### config.mk
export PLATFORM = sky130hd
export DESIGN_NAME = i2c_slave_bit_engine
export DESIGN_NICKNAME = d
export VERILOG_FILES = /design/src/hw/rtl/i2csbe_pkg.sv /design/src/hw/rtl/i2csbe_core.sv /design/src/hw/rtl/i2c_slave_bit_engine.sv
export SDC_FILE = /design/constraint.sdc
export NUM_CORES = 1
export LEC_CHECK = 0
export BUFFER_PORTS_ARGS = -buffer_cell sky130_fd_sc_hd__buf_4
export CORE_UTILIZATION = 55
export CTS_BUF_LIST = sky130_fd_sc_hd__clkbuf_8
export DETAILED_ROUTE_END_ITERATION = 8
export GPL_TIMING_DRIVEN = 0
export PLACE_DENSITY_LB_ADDON = 0.3
export RECOVER_POWER = 50
export SYNTH_ARGS = -nofsm -noshare
export SYNTH_HDL_FRONTEND = slang
export SYNTH_SLANG_ARGS = --single-unit
### constraint.sdc
create_clock -name clk_i -period 2 [get_ports clk_i]
set_input_delay 0.1 -clock clk_i [delete_from_list [all_inputs] [get_ports clk_i]]
set_output_delay 0.1 -clock clk_i [all_outputs]
set_load 0.005 [all_outputs]
### src/hw/rtl/i2csbe_pkg.sv
// ----------------------------------------------------------------------------
// I2C slave bit engine package
// Shared types and constants: engine state, configuration and register codes.
// ----------------------------------------------------------------------------
package i2csbe_pkg;

  // Configuration register indexes
  localparam int unsigned CfgIdxW = 2;
  localparam logic [CfgIdxW-1:0] CfgOwnAddress  = 2'd0;
  localparam logic [CfgIdxW-1:0] CfgAddressMask = 2'd1;
  localparam logic [CfgIdxW-1:0] CfgTransmit    = 2'd2;

  localparam logic [7:0] OwnAddressReset  = 8'd0;
  localparam logic [7:0] AddressMaskReset = 8'd254;
  localparam logic [7:0] TransmitReset    = 8'd66;

  localparam logic [7:0] TopBit = 8'h80;
  localparam logic [7:0] LowBit = 8'h01;

  // Word widths on the stream channels
  localparam int unsigned InDataW  = 8;
  localparam int unsigned OutDataW = 24;

  typedef struct packed {
    logic [7:0] own_address;
    logic [7:0] address_mask;
    logic [7:0] transmit_byte;
  } cfg_t;

  typedef struct packed {
    logic       last_scl;
    logic       last_sda;
    logic       active;
    logic       start_armed;
    logic       data_phase;
    logic       read_direction;
    logic       sending;
    logic [7:0] shift_reg;
    logic [7:0] bit_mask;
    logic [7:0] byte_count;
    logic [7:0] data_latch;
    logic       pull_low;
    logic       pin_out;
    logic       rise_en;
    logic       fall_en;
    logic       ack_wait;
    logic       snap_data;
  } state_t;

  localparam state_t StateReset = '{
    last_scl:       1'b1,
    last_sda:       1'b1,
    active:         1'b0,
    start_armed:    1'b0,
    data_phase:     1'b0,
    read_direction: 1'b0,
    sending:        1'b0,
    shift_reg:      8'd0,
    bit_mask:       8'd0,
    byte_count:     8'd0,
    data_latch:     8'd0,
    pull_low:       1'b0,
    pin_out:        1'b0,
    rise_en:        1'b1,
    fall_en:        1'b1,
    ack_wait:       1'b0,
    snap_data:      1'b0
  };

endpackage

### src/hw/rtl/i2csbe_core.sv
// ----------------------------------------------------------------------------
// I2C slave bit engine core
// Next-state logic for one SCL/SDA sample: edge detection, start arming,
// address/data shifting, acknowledge and byte transmission.
// ----------------------------------------------------------------------------
module i2csbe_core (
  input  i2csbe_pkg::state_t st_i,
  input  i2csbe_pkg::cfg_t   cfg_i,
  input  logic               scl_i,
  input  logic               sda_i,
  output i2csbe_pkg::state_t st_o,
  output logic               rx_valid_o
);
  import i2csbe_pkg::*;

  // Puts the next transmit bit on the line, or releases it after the byte.
  function automatic state_t drive_bit(input state_t s_in);
    state_t s;
    s = s_in;
    if (s.bit_mask == 8'd0) begin
      s.pull_low = 1'b0;
      s.fall_en  = 1'b0;
      s.rise_en  = 1'b1;
    end else begin
      s.pull_low = ~s.shift_reg[7];
    end
    s.shift_reg = {s.shift_reg[6:0], 1'b0};
    s.bit_mask  = {1'b0, s.bit_mask[7:1]};
    return s;
  endfunction

  function automatic state_t load_send(input state_t s_in, input cfg_t c);
    state_t s;
    s = s_in;
    s.shift_reg  = c.transmit_byte;
    s.bit_mask   = TopBit;
    s.sending    = 1'b1;
    s.byte_count = s.byte_count + 8'd1;
    return s;
  endfunction

  function automatic state_t on_rise(input state_t s_in, input cfg_t c, input logic sda);
    state_t s;
    s = s_in;
    if (!s.read_direction) begin
      if (sda) begin
        s.shift_reg = s.shift_reg | s.bit_mask;
      end
      if (s.bit_mask == LowBit) begin
        if (!s.data_phase && ((s.shift_reg & c.address_mask) != c.own_address)) begin
          s.active     = 1'b0;
          s.data_phase = 1'b1;
          s.rise_en    = 1'b0;
          s.fall_en    = 1'b1;
        end else begin
          s.ack_wait = 1'b1;
        end
      end
      s.bit_mask = {1'b0, s.bit_mask[7:1]};
    end else begin
      // Master acknowledge slot: NACK ends the read, ACK asks for another byte.
      if (sda) begin
        s.read_direction = 1'b0;
        s.sending        = 1'b0;
      end else begin
        s = load_send(s, c);
      end
      s.rise_en = 1'b0;
      s.fall_en = 1'b1;
    end
    return s;
  endfunction

  function automatic state_t on_fall(input state_t s_in, input cfg_t c);
    state_t s;
    s = s_in;
    if (s.sending) begin
      s = drive_bit(s);
    end else begin
      if (s.start_armed) begin
        s.shift_reg      = 8'd0;
        s.start_armed    = 1'b0;
        s.data_phase     = 1'b0;
        s.read_direction = 1'b0;
        s.snap_data      = 1'b0;
        s.bit_mask       = TopBit;
        s.byte_count     = 8'd0;
        s.fall_en        = 1'b0;
        s.rise_en        = 1'b1;
      end else if (s.bit_mask == 8'd0) begin
        s.pull_low = 1'b0;
        if (s.snap_data) begin
          s.pin_out = s.data_latch[0];
        end
        s.snap_data = s.data_phase;
        if (s.read_direction) begin
          s = load_send(s, c);
        end else begin
          s.shift_reg  = 8'd0;
          s.bit_mask   = TopBit;
          s.byte_count = s.byte_count + 8'd1;
          s.fall_en    = 1'b0;
          s.rise_en    = 1'b1;
        end
      end
      if (s.read_direction) begin
        s = drive_bit(s);
      end
    end
    return s;
  endfunction

  logic rise, fall;

  always_comb begin
    st_o       = st_i;
    rx_valid_o = 1'b0;
    rise       = scl_i & ~st_i.last_scl;
    fall       = ~scl_i & st_i.last_scl;
    if (st_i.ack_wait) begin
      if (fall) begin
        st_o.ack_wait = 1'b0;
        st_o.pull_low = 1'b1;
        if (st_i.data_phase) begin
          st_o.data_latch = st_i.shift_reg;
          rx_valid_o      = 1'b1;
        end else begin
          st_o.data_phase = 1'b1;
          if (st_i.shift_reg[0]) begin
            st_o.read_direction = 1'b1;
          end
        end
        st_o.rise_en = 1'b0;
        st_o.fall_en = 1'b1;
      end
    end else if ((rise && st_i.rise_en) || (fall && st_i.fall_en)) begin
      if (st_i.active) begin
        if (rise) begin
          st_o = on_rise(st_i, cfg_i, sda_i);
        end else begin
          st_o = on_fall(st_i, cfg_i);
        end
      end
    end else if (st_i.last_sda && !sda_i && scl_i && !st_i.pull_low) begin
      st_o.start_armed = 1'b1;
      st_o.active      = 1'b1;
      st_o.rise_en     = 1'b1;
      st_o.fall_en     = 1'b1;
    end
    st_o.last_scl = scl_i;
    st_o.last_sda = sda_i;
  end

endmodule

### src/hw/rtl/i2c_slave_bit_engine.sv
// ----------------------------------------------------------------------------
// I2C slave bit engine
// Oversampled I2C slave with a 7-bit address and selectable direction.
// ----------------------------------------------------------------------------
// Usage
//   The input stream carries one word per sample of the bus lines: bit 0 is
//   the SCL level and bit 1 the SDA level. For every accepted word the block
//   returns exactly one word on the output stream with the SDA drive, the
//   addressing and direction flags, the last received byte, a pulse marking
//   a newly latched byte, the byte count since the start and the user pin.
//   The configuration port writes the own address, the address mask and the
//   byte sent on reads; the user must write it only while no word is in
//   flight, as the block itself does not enforce this. The accepting edge
//   loads the input register, and the result register is loaded from it
//   through the next-state logic once that is free. Throughput is one word
//   per cycle unless stalled, set by the core's single-pass state update.
//   The input register takes a new word whenever its contents move on, so a
//   stalled receiver backs up at most two words and then deasserts
//   s_axis_tready; nothing is lost or repeated.
//   Reset clears both stream stages, restores the register defaults and puts
//   the engine in its released, unaddressed state with both lines seen high.
// ----------------------------------------------------------------------------
module i2c_slave_bit_engine (
  input  logic                               clk_i,
  input  logic                               rst_ni,
  // Configuration write port
  input  logic                               cfg_we_i,
  input  logic [i2csbe_pkg::CfgIdxW-1:0]     cfg_idx_i,
  input  logic [7:0]                         cfg_data_i,
  // Sample stream
  input  logic                               s_axis_tvalid,
  output logic                               s_axis_tready,
  // [0] scl_level, [1] sda_level, [7:2] zero
  input  logic [i2csbe_pkg::InDataW-1:0]     s_axis_tdata,
  // Result stream
  output logic                               m_axis_tvalid,
  input  logic                               m_axis_tready,
  // [0] sda_pull_low, [1] is_addressed, [2] master_reading,
  // [10:3] received_byte, [11] received_valid, [19:12] bytes_done,
  // [20] user_pin, [23:21] zero
  output logic [i2csbe_pkg::OutDataW-1:0]    m_axis_tdata
);
  import i2csbe_pkg::*;

  cfg_t   cfg_q;
  state_t state_q, state_d;
  logic   rx_valid;

  logic   in_vld_q;
  logic   in_scl_q, in_sda_q;
  logic   out_vld_q;
  logic [OutDataW-1:0] out_data_q;

  logic   advance;
  logic   in_take;

  // The result register is free when empty or being emptied this cycle.
  assign advance = in_vld_q && (!out_vld_q || m_axis_tready);
  assign s_axis_tready = !in_vld_q || advance;
  assign in_take = s_axis_tvalid && s_axis_tready;

  // Configuration registers; an index beyond the list is ignored.
  always_ff @(posedge clk_i or negedge rst_ni) begin
    if (!rst_ni) begin
      cfg_q.own_address   <= OwnAddressReset;
      cfg_q.address_mask  <= AddressMaskReset;
      cfg_q.transmit_byte <= TransmitReset;
    end else if (cfg_we_i) begin
      case (cfg_idx_i)
        CfgOwnAddress:  cfg_q.own_address   <= cfg_data_i;
        CfgAddressMask: cfg_q.address_mask  <= cfg_data_i;
        CfgTransmit:    cfg_q.transmit_byte <= cfg_data_i;
        default: ;
      endcase
    end
  end

  // Input register stage.
  always_ff @(posedge clk_i or negedge rst_ni) begin
    if (!rst_ni) begin
      in_vld_q <= 1'b0;
    end else if (s_axis_tready) begin
      in_vld_q <= s_axis_tvalid;
    end
  end

  always_ff @(posedge clk_i) begin
    if (in_take) begin
      in_scl_q <= s_axis_tdata[0];
      in_sda_q <= s_axis_tdata[1];
    end
  end

  i2csbe_core u_core (
    .st_i       (state_q),
    .cfg_i      (cfg_q),
    .scl_i      (in_scl_q),
    .sda_i      (in_sda_q),
    .st_o       (state_d),
    .rx_valid_o (rx_valid)
  );

  // Engine state moves only when its word moves into the result register.
  always_ff @(posedge clk_i or negedge rst_ni) begin
    if (!rst_ni) begin
      state_q <= StateReset;
    end else if (advance) begin
      state_q <= state_d;
    end
  end

  // Result register stage.
  always_ff @(posedge clk_i or negedge rst_ni) begin
    if (!rst_ni) begin
      out_vld_q <= 1'b0;
    end else if (advance) begin
      out_vld_q <= 1'b1;
    end else if (m_axis_tready) begin
      out_vld_q <= 1'b0;
    end
  end

  always_ff @(posedge clk_i) begin
    if (advance) begin
      out_data_q <= {3'b000, state_d.pin_out, state_d.byte_count, rx_valid,
                     state_d.data_latch, state_d.read_direction, state_d.active,
                     state_d.pull_low};
    end
  end

  assign m_axis_tvalid = out_vld_q;
  assign m_axis_tdata  = out_data_q;

  // A latched byte is always acknowledged in the same word.
  assert property (@(posedge clk_i) disable iff (!rst_ni)
    (m_axis_tvalid && m_axis_tdata[11]) |-> m_axis_tdata[0])
    else $error("received byte reported without acknowledge drive");

  // Waiting to acknowledge implies the transfer is still addressed.
  assert property (@(posedge clk_i) disable iff (!rst_ni)
    state_q.ack_wait |-> state_q.active)
    else $error("acknowledge pending while not addressed");

  // The engine state only changes when a word enters the result register.
  assert property (@(posedge clk_i) disable iff (!rst_ni)
    !advance |=> $stable(state_q))
    else $error("engine state changed without a word moving on");

endmodule
### Word level (Yosys, flattened, before mapping)

Index checks and enable logic that the tools add are counted.

* output and inout port bits: 26
* word-level logic and storage cells: 178
* input bits: 23
* flip-flop bits (word level): 94

* multiplexer cells: 87
* bitwise logic cells: 9
* reduce and logical (&&, ||, !) cells: 34
* add/sub/neg operators: 1
* eq/ne operators: 21

Operators by type and width (number)
* 45-bit two-way mux: 6
* 24-bit two-way mux: 7
* 38-bit two-way mux: 4
* 40-bit two-way mux: 2
* 8-bit two-way mux: 8
* 2-bit two-way mux: 20
* 37-bit two-way mux: 1
* 3-bit two-way mux: 11
* 7-bit AND reduction: 3
* 1-bit two-way mux: 20
* 18-bit two-way mux: 1
* 9-bit two-way mux: 2
* 3-bit inequality test (second input constant): 6
* 8-bit logical NOT: 2
* 16-bit two-way mux: 1
* 5-bit two-way mux: 3
* 10-bit two-way mux: 1
* 5-bit inequality test (second input constant): 2
* 5-bit AND reduction: 2
* 8-bit by 1-bit adder with 8-bit output (second input constant): 1
* 8-bit AND: 1
* 8-bit by 1-bit equality test with 1-bit output (second input constant): 1
* 1-bit logical AND: 8
* 8-bit inequality test: 1
* other kinds (18): 38

### Longest topological paths before layout

* word-level depth: 20
* depth in mapped cells: 9
* mapped depth without buffers: 7

### Cells and area by module

Synthesis repeated with hierarchy kept, for this count alone.

* cell total of the unflattened synthesis: 497
* area total of the unflattened synthesis: 5318.9 um^2

Modules (own cells, without submodules)
* i2c_slave_bit_engine: cells an instance 181, area an instance 3423.3 um^2, instances 1, sequential area each 2483.6 um^2
* i2csbe_core: cells an instance 316, area an instance 1895.6 um^2, instances 1, sequential area each 0.0 um^2

### Worst setup path after synthesis

OpenSTA, ideal clock, no wires.

* path type: register -> register
* start: register out_vld_q, in the netlist m_axis_tvalid
* end: register state_q[19] (netlist name)
* slack: -117 ps
* setup time: 151 ps
* clock period less this slack: 2117 ps
* cell stages (with the launch flop): 8
* data required time: 1849 ps
* data arrival time: 1966 ps
* path buffers: 1
* path through: dfrtp_1 nand2b_1 nand2_1 inv_1 clkbuf_1 nand2_1 inv_1 a41oi_1

* cells in the longest elaborated chain, start to end: 3

Ends and longest elaborated chain
* start: declaration: line i2c_slave_bit_engine.sv:51 `logic out_vld_q;`
* start signal: assignment: line i2c_slave_bit_engine.sv:115 `out_vld_q <= 1'b0;`
* start signal: assignment: line i2c_slave_bit_engine.sv:117 `out_vld_q <= 1'b1;`
* start signal: assignment: line i2c_slave_bit_engine.sv:119 `out_vld_q <= 1'b0;`
* 1-bit logical NOT: line i2c_slave_bit_engine.sv:58 `assign advance = in_vld_q && (!out_vld_q || m_axis_tready);`
* 1-bit logical OR: line i2c_slave_bit_engine.sv:58
* 1-bit logical AND: line i2c_slave_bit_engine.sv:58
* net advance: line i2c_slave_bit_engine.sv:54 `logic advance;`
* end signal: assignment: line i2c_slave_bit_engine.sv:106 `state_q <= StateReset;`
* end signal: assignment: line i2c_slave_bit_engine.sv:108 `state_q <= state_d;`
* end: declaration: line i2c_slave_bit_engine.sv:46 `state_t state_q, state_d;`

The timed path passes the listed nets, and every way through them passes these cells.
A chain may end at the register's enable or synchronous reset.

### Final worst setup path

* start: register state_q[25] (netlist name)
* end: register state_q[21] (netlist name)

* cells in the longest elaborated chain, start to end: 17

Ends and longest elaborated chain
* 8-bit logical NOT: line i2csbe_core.sv:90 `end else if (s.bit_mask == 8'd0) begin`
* 40-bit two-way mux: line i2csbe_core.sv:90
* 45-bit two-way mux: line i2csbe_core.sv:137 `if (st_i.active) begin`
* 45-bit two-way mux: line i2csbe_core.sv:136 `end else if ((rise && st_i.rise_en) || (fall && st_i.fall_en)) begin`
* 45-bit two-way mux: line i2csbe_core.sv:120 `if (st_i.ack_wait) begin`
* 24-bit two-way mux: line i2csbe_core.sv:80 `if (s.start_armed) begin`
* 24-bit two-way mux: line i2csbe_core.sv:77 `if (s.sending) begin`
* 24-bit two-way mux: line i2csbe_core.sv:138 `if (rise) begin`
* 24-bit two-way mux: line i2csbe_core.sv:137
* 24-bit two-way mux: line i2csbe_core.sv:136
* 24-bit two-way mux: line i2csbe_core.sv:120
* 40-bit two-way mux: line i2csbe_core.sv:106 `if (s.read_direction) begin`
* 45-bit two-way mux: line i2csbe_core.sv:77
* 45-bit two-way mux: line i2csbe_core.sv:138
* 45-bit two-way mux: line i2csbe_core.sv:137
* 37-bit two-way mux: line i2csbe_core.sv:136
* 8-bit two-way mux: line i2csbe_core.sv:120

Every way passes these cells. The select of a mux whose other input is x is not followed.

==> qor.json <==
{
  "status": {
    "status": "finished with violations",
    "violations": "DRC, capacitance limit, slew limit, setup timing"
  },
  "detailed_routing": {
    "detail_route.wirelength_um": 14300,
    "drtAntennaViolNets": 0,
    "first_pass_iters": 8,
    "detail_route.vias_per_cell": 6.48,
    "drt_iter0_markers": 690,
    "route.vias.total": 4671,
    "route.detailed.drc": 2,
    "wl_per_cell_um": 19.9
  },
  "worst_hold_path": {
    "timing.hold.worst_path_depth": 3,
    "worstHoldPathType": "input port to flop"
  },
  "global_routing": {
    "all_layer_global_routing_usage_pct": 30.2,
    "initial_antenna_violation_count": 0,
    "grt.overflow.total": 0,
    "global_route_wire_length_before_repair_um": 22400,
    "maximum_number_of_pins_on_one_net_before_global_route_repair": 72,
    "via_count_of_the_first_global_routing_pass": 4405
  },
  "synth": {
    "synthCells": 503,
    "synth-seq-cells": 94,
    "yosysWarningCount": 0,
    "synth_area_per_cell_um2": 10.1,
    "dominantRegCellSynth": "dfrtp_1",
    "combined_area_of_all_synthesized_cells_um2": 5070,
    "postSynth.asyncResetShare_pct": 75.5,
    "synth_sequential_area_ratio_pct": 49.0,
    "yosys.cell_types.count": 68,
    "synth_edf_count": 23
  },
  "die": {
    "die_w_um": 98.0,
    "io-pin-count": 49,
    "fp.dieArea_um2": 9610,
    "std_cell_rows": 34,
    "core_um2": 8810,
    "floorplan.initialDensity_pct": 57.6,
    "floorplan.die.height_um": 98.0
  },
  "sta": {
    "max_slew.worst_pin.slew_ns": 1.57,
    "clock_skew_after_layout_ns": 0.0148,
    "setup_ws_ns": -0.196,
    "rsz0062_at_grt": "yes",
    "maxClockFrequency_mhz": 455,
    "setup_viol": 22,
    "finalHoldViolations": 0,
    "drv_slew": 72,
    "finalWorstPathRequiredPeriod_ns": 2.20,
    "slew_headroom_pct": -4.66,
    "fin_crit_sh_pct": 110,
    "fin_setup_tns_ns": -1.43
  },
  "critical_path": {
    "worst_r2r_endpoint": "state_q[21]",
    "timing.rr.start": "state_q[25]",
    "critPathCaptureType": "flop",
    "critical_path_buf_inv_count": 1,
    "path_max_fanout": 4,
    "path_class": "flop to flop",
    "worst_r2r_path_depth": 7,
    "r2r_slack_ns": -0.20,
    "crit_path_cell_trace": "or4_4 > nor4b_4 > o2111ai_2 > buf_4 > or3_1 > nand2_1 > a22o_1",
    "arrival_ns": 2.50,
    "critical_path_required_ns": 2.31,
    "startpoint": "state_q[25]",
    "max_stage_delay_ns": 0.56,
    "timing.critical_path.depth": 7,
    "category_of_cells_accounting_for_the_largest_share_of_critical_path_delay": "simple AND/OR/NAND/NOR gates",
    "critical_path.startpoint_type": "flop",
    "endpoint": "state_q[21]",
    "worst_path_max_delay_cell": "or4_4"
  },
  "place": {
    "number_of_buffers_added_on_ports": 39,
    "post_dp_cell_area_um2": 5520,
    "dp_cell_count": 652,
    "hpwl_detailed_um": 9220,
    "gpl.final_weighted_congestion": 0.957,
    "pre_cts_slack_ns": -0.456
  },
  "layout": {
    "fill_cells": 601,
    "finish.utilization_pct": 75.5,
    "layout.nets": 632,
    "finalInstanceArea_um2": 6650,
    "area_occupied_by_multi_input_gates_um2": 2800,
    "final-instance-count-excl-fill": 721,
    "area.sequential_um2": 2490,
    "share_of_cells_above_drive_strength_1_pct": 40.0,
    "synthToLayoutAreaGrowth_pct": 31.1,
    "antennaDiodeCount": 0
  },
  "cts": {
    "root_buffer": "clkbuf_8",
    "ctsHtreeMaxLevel": 3,
    "tritoncts_buffers": 9,
    "cts-root-to-sink-buffers": 2,
    "worst_skew_pair.late_latency_ns": 0.38,
    "cts.sink_count": 94,
    "worst_setup_hold_path_clk_slew_ns": 0.10,
    "cts_tree": "done"
  },
  "job": {
    "maxCapViolCount": 1
  },
  "power": {
    "power_leakage_uw": 0.00279,
    "power.ir.vdd_worst_mv": 0.757,
    "power-per-cell-area_nw_per_um2": 1180
  }
}
[flip-flops by register name (all words and copies together) (netlist names)]
name and flops:
cfg_q 24, in_scl_q 1, in_sda_q 1, in_vld_q 1
m_axis_tdata 21, m_axis_tvalid 1, state_q 45
[metal layers]
| metal | up-vias | track usage, % | routed length (um) |
|---|---|---|---|
| met5 | - | 0 | 0 |
| met4 | 0 | 13.4 | 543 |
| met3 | 67 | 5.23 | 1260 |
| met2 | 271 | 46.9 | 6640 |
| met1 | 2247 | 41.8 | 5880 |
| li1 | 2086 | - | - |
[worst min-delay path by stage]
stage | from | to | slack (ns)
2_1_floorplan | rst_ni | cfg_q[0] | -0.20
3_3_place_gp | rst_ni | state_q[5] | 0.27
3_5_place_dp | rst_ni | m_axis_tvalid | 0.28
4_1_cts | m_axis_tready | in_vld_q | 0.03
5_1_grt | m_axis_tready | in_vld_q | 0.06
6_report | m_axis_tready | in_vld_q | 0.03
[placed cells by master (no fill, tap or decap), drive strengths merged, types with 5 or more instances in the layout]
cell / Yosys / routed
nand2: 52 / 52
and2: 5 / 5
edfxtp: 23 / 23
o2111ai: 5 / 5
nor2: 39 / 39
a22o: 11 / 11
nor3: 9 / 9
nand2b: 7 / 7
clkbuf: 13 / 47
mux2: 43 / 43
o21ai: 34 / 34
inv: 14 / 16
a21o: 6 / 6
nand3: 14 / 14
buf: 13 / 69
dfrtp: 58 / 58
and3: 10 / 10
dfstp: 13 / 13
o211ai: 6 / 6
a31oi: 11 / 11
dlygate4sd3: 0 / 12
clkinv: 3 / 5
or3: 8 / 8
a21oi: 42 / 42
nor4: 6 / 6
[where the power goes]
| part | internal, uW | total (uW) | leakage [uW] | switching [uW] |
|---|---|---|---|---|
| clock | 490 | 1190 | 0.0000865 | 696 |
| sequential | 2370 | 2830 | 0.00110 | 467 |
| combinational | 1700 | 3820 | 0.00161 | 2120 |
[kinds of logic after synthesis]
| logic type | synth area share (%) |
|---|---|
| and+or+nand+nor | 17.2 |
| AOI/OAI and AO/OA | 20.0 |
| DFF | 49.0 |
| muxes | 9.75 |
| buffers and inverters | 3.75 |
| adders and majority gates | 0.247 |
| other | 0.0739 |
[repair_timing]
| action | 4_1_cts | 5_1_grt |
|---|---|---|
| endpoints found under the hold margin | 85 | 0 |
| hold buffers | 12 | 0 |
| gates resized for setup | 76 | 64 |
| pin swaps | 23 | 32 |
| gates cloned | 1 | 1 |
| buffers inserted | 24 | 16 |
| setup endpoints to repair | 83 | 50 |
[worst min-delay path: stages]
cell	delay (ns)
buf_4	0.08
nand3b_1	0.13
nand2b_1	0.06
[cell usage after synthesis (all sizes together) (3+ instances only)]
library cell,count,area share (%)
a21o,6,0.89
a21oi,42,4.1
a22o,11,1.9
a22oi,3,0.44
a31oi,11,1.4
a32o,3,0.59
and2,5,0.62
and3,10,1.2
buf,13,1.5
clkbuf,13,0.96
clkinv,3,0.22
dfrtp,58,29
dfstp,13,6.7
edfxtp,23,14
inv,14,1.0
mux2,43,9.5
nand2,52,3.9
nand2b,7,0.86
nand3,14,1.4
nand3b,4,0.59
nand4,4,0.49
nor2,39,2.9
nor2b,3,0.37
nor3,9,0.89
nor4,6,1.4
o2111ai,5,0.99
o211ai,6,0.89
o21ai,34,3.4
o221ai,4,0.69
o22ai,3,0.37
or3,8,0.99
[cell type report]
type / instances / share of cell area (%)
Multi-Input combinational cell: 368 / 42.1
Sequential cell: 94 / 37.5
Timing Repair Buffer: 93 / 11.5
Buffer: 25 / 3.12
Clock buffer: 10 / 2.07
Tap cell: 108 / 2.03
Inverter: 17 / 0.998
Clock inverter: 6 / 0.678
[per-stage QoR]
stage / hold slack, ns / power (uW)
6_report: 0.0286 / 7840
3_3_place_gp: 0.274 / 5220
4_1_cts: 0.0302 / 7200
2_1_floorplan: -0.196 / 4450
5_1_grt: 0.0600 / 8210
3_5_place_dp: 0.279 / 5260
Note: power is estimated with default switching activity, not from simulation.
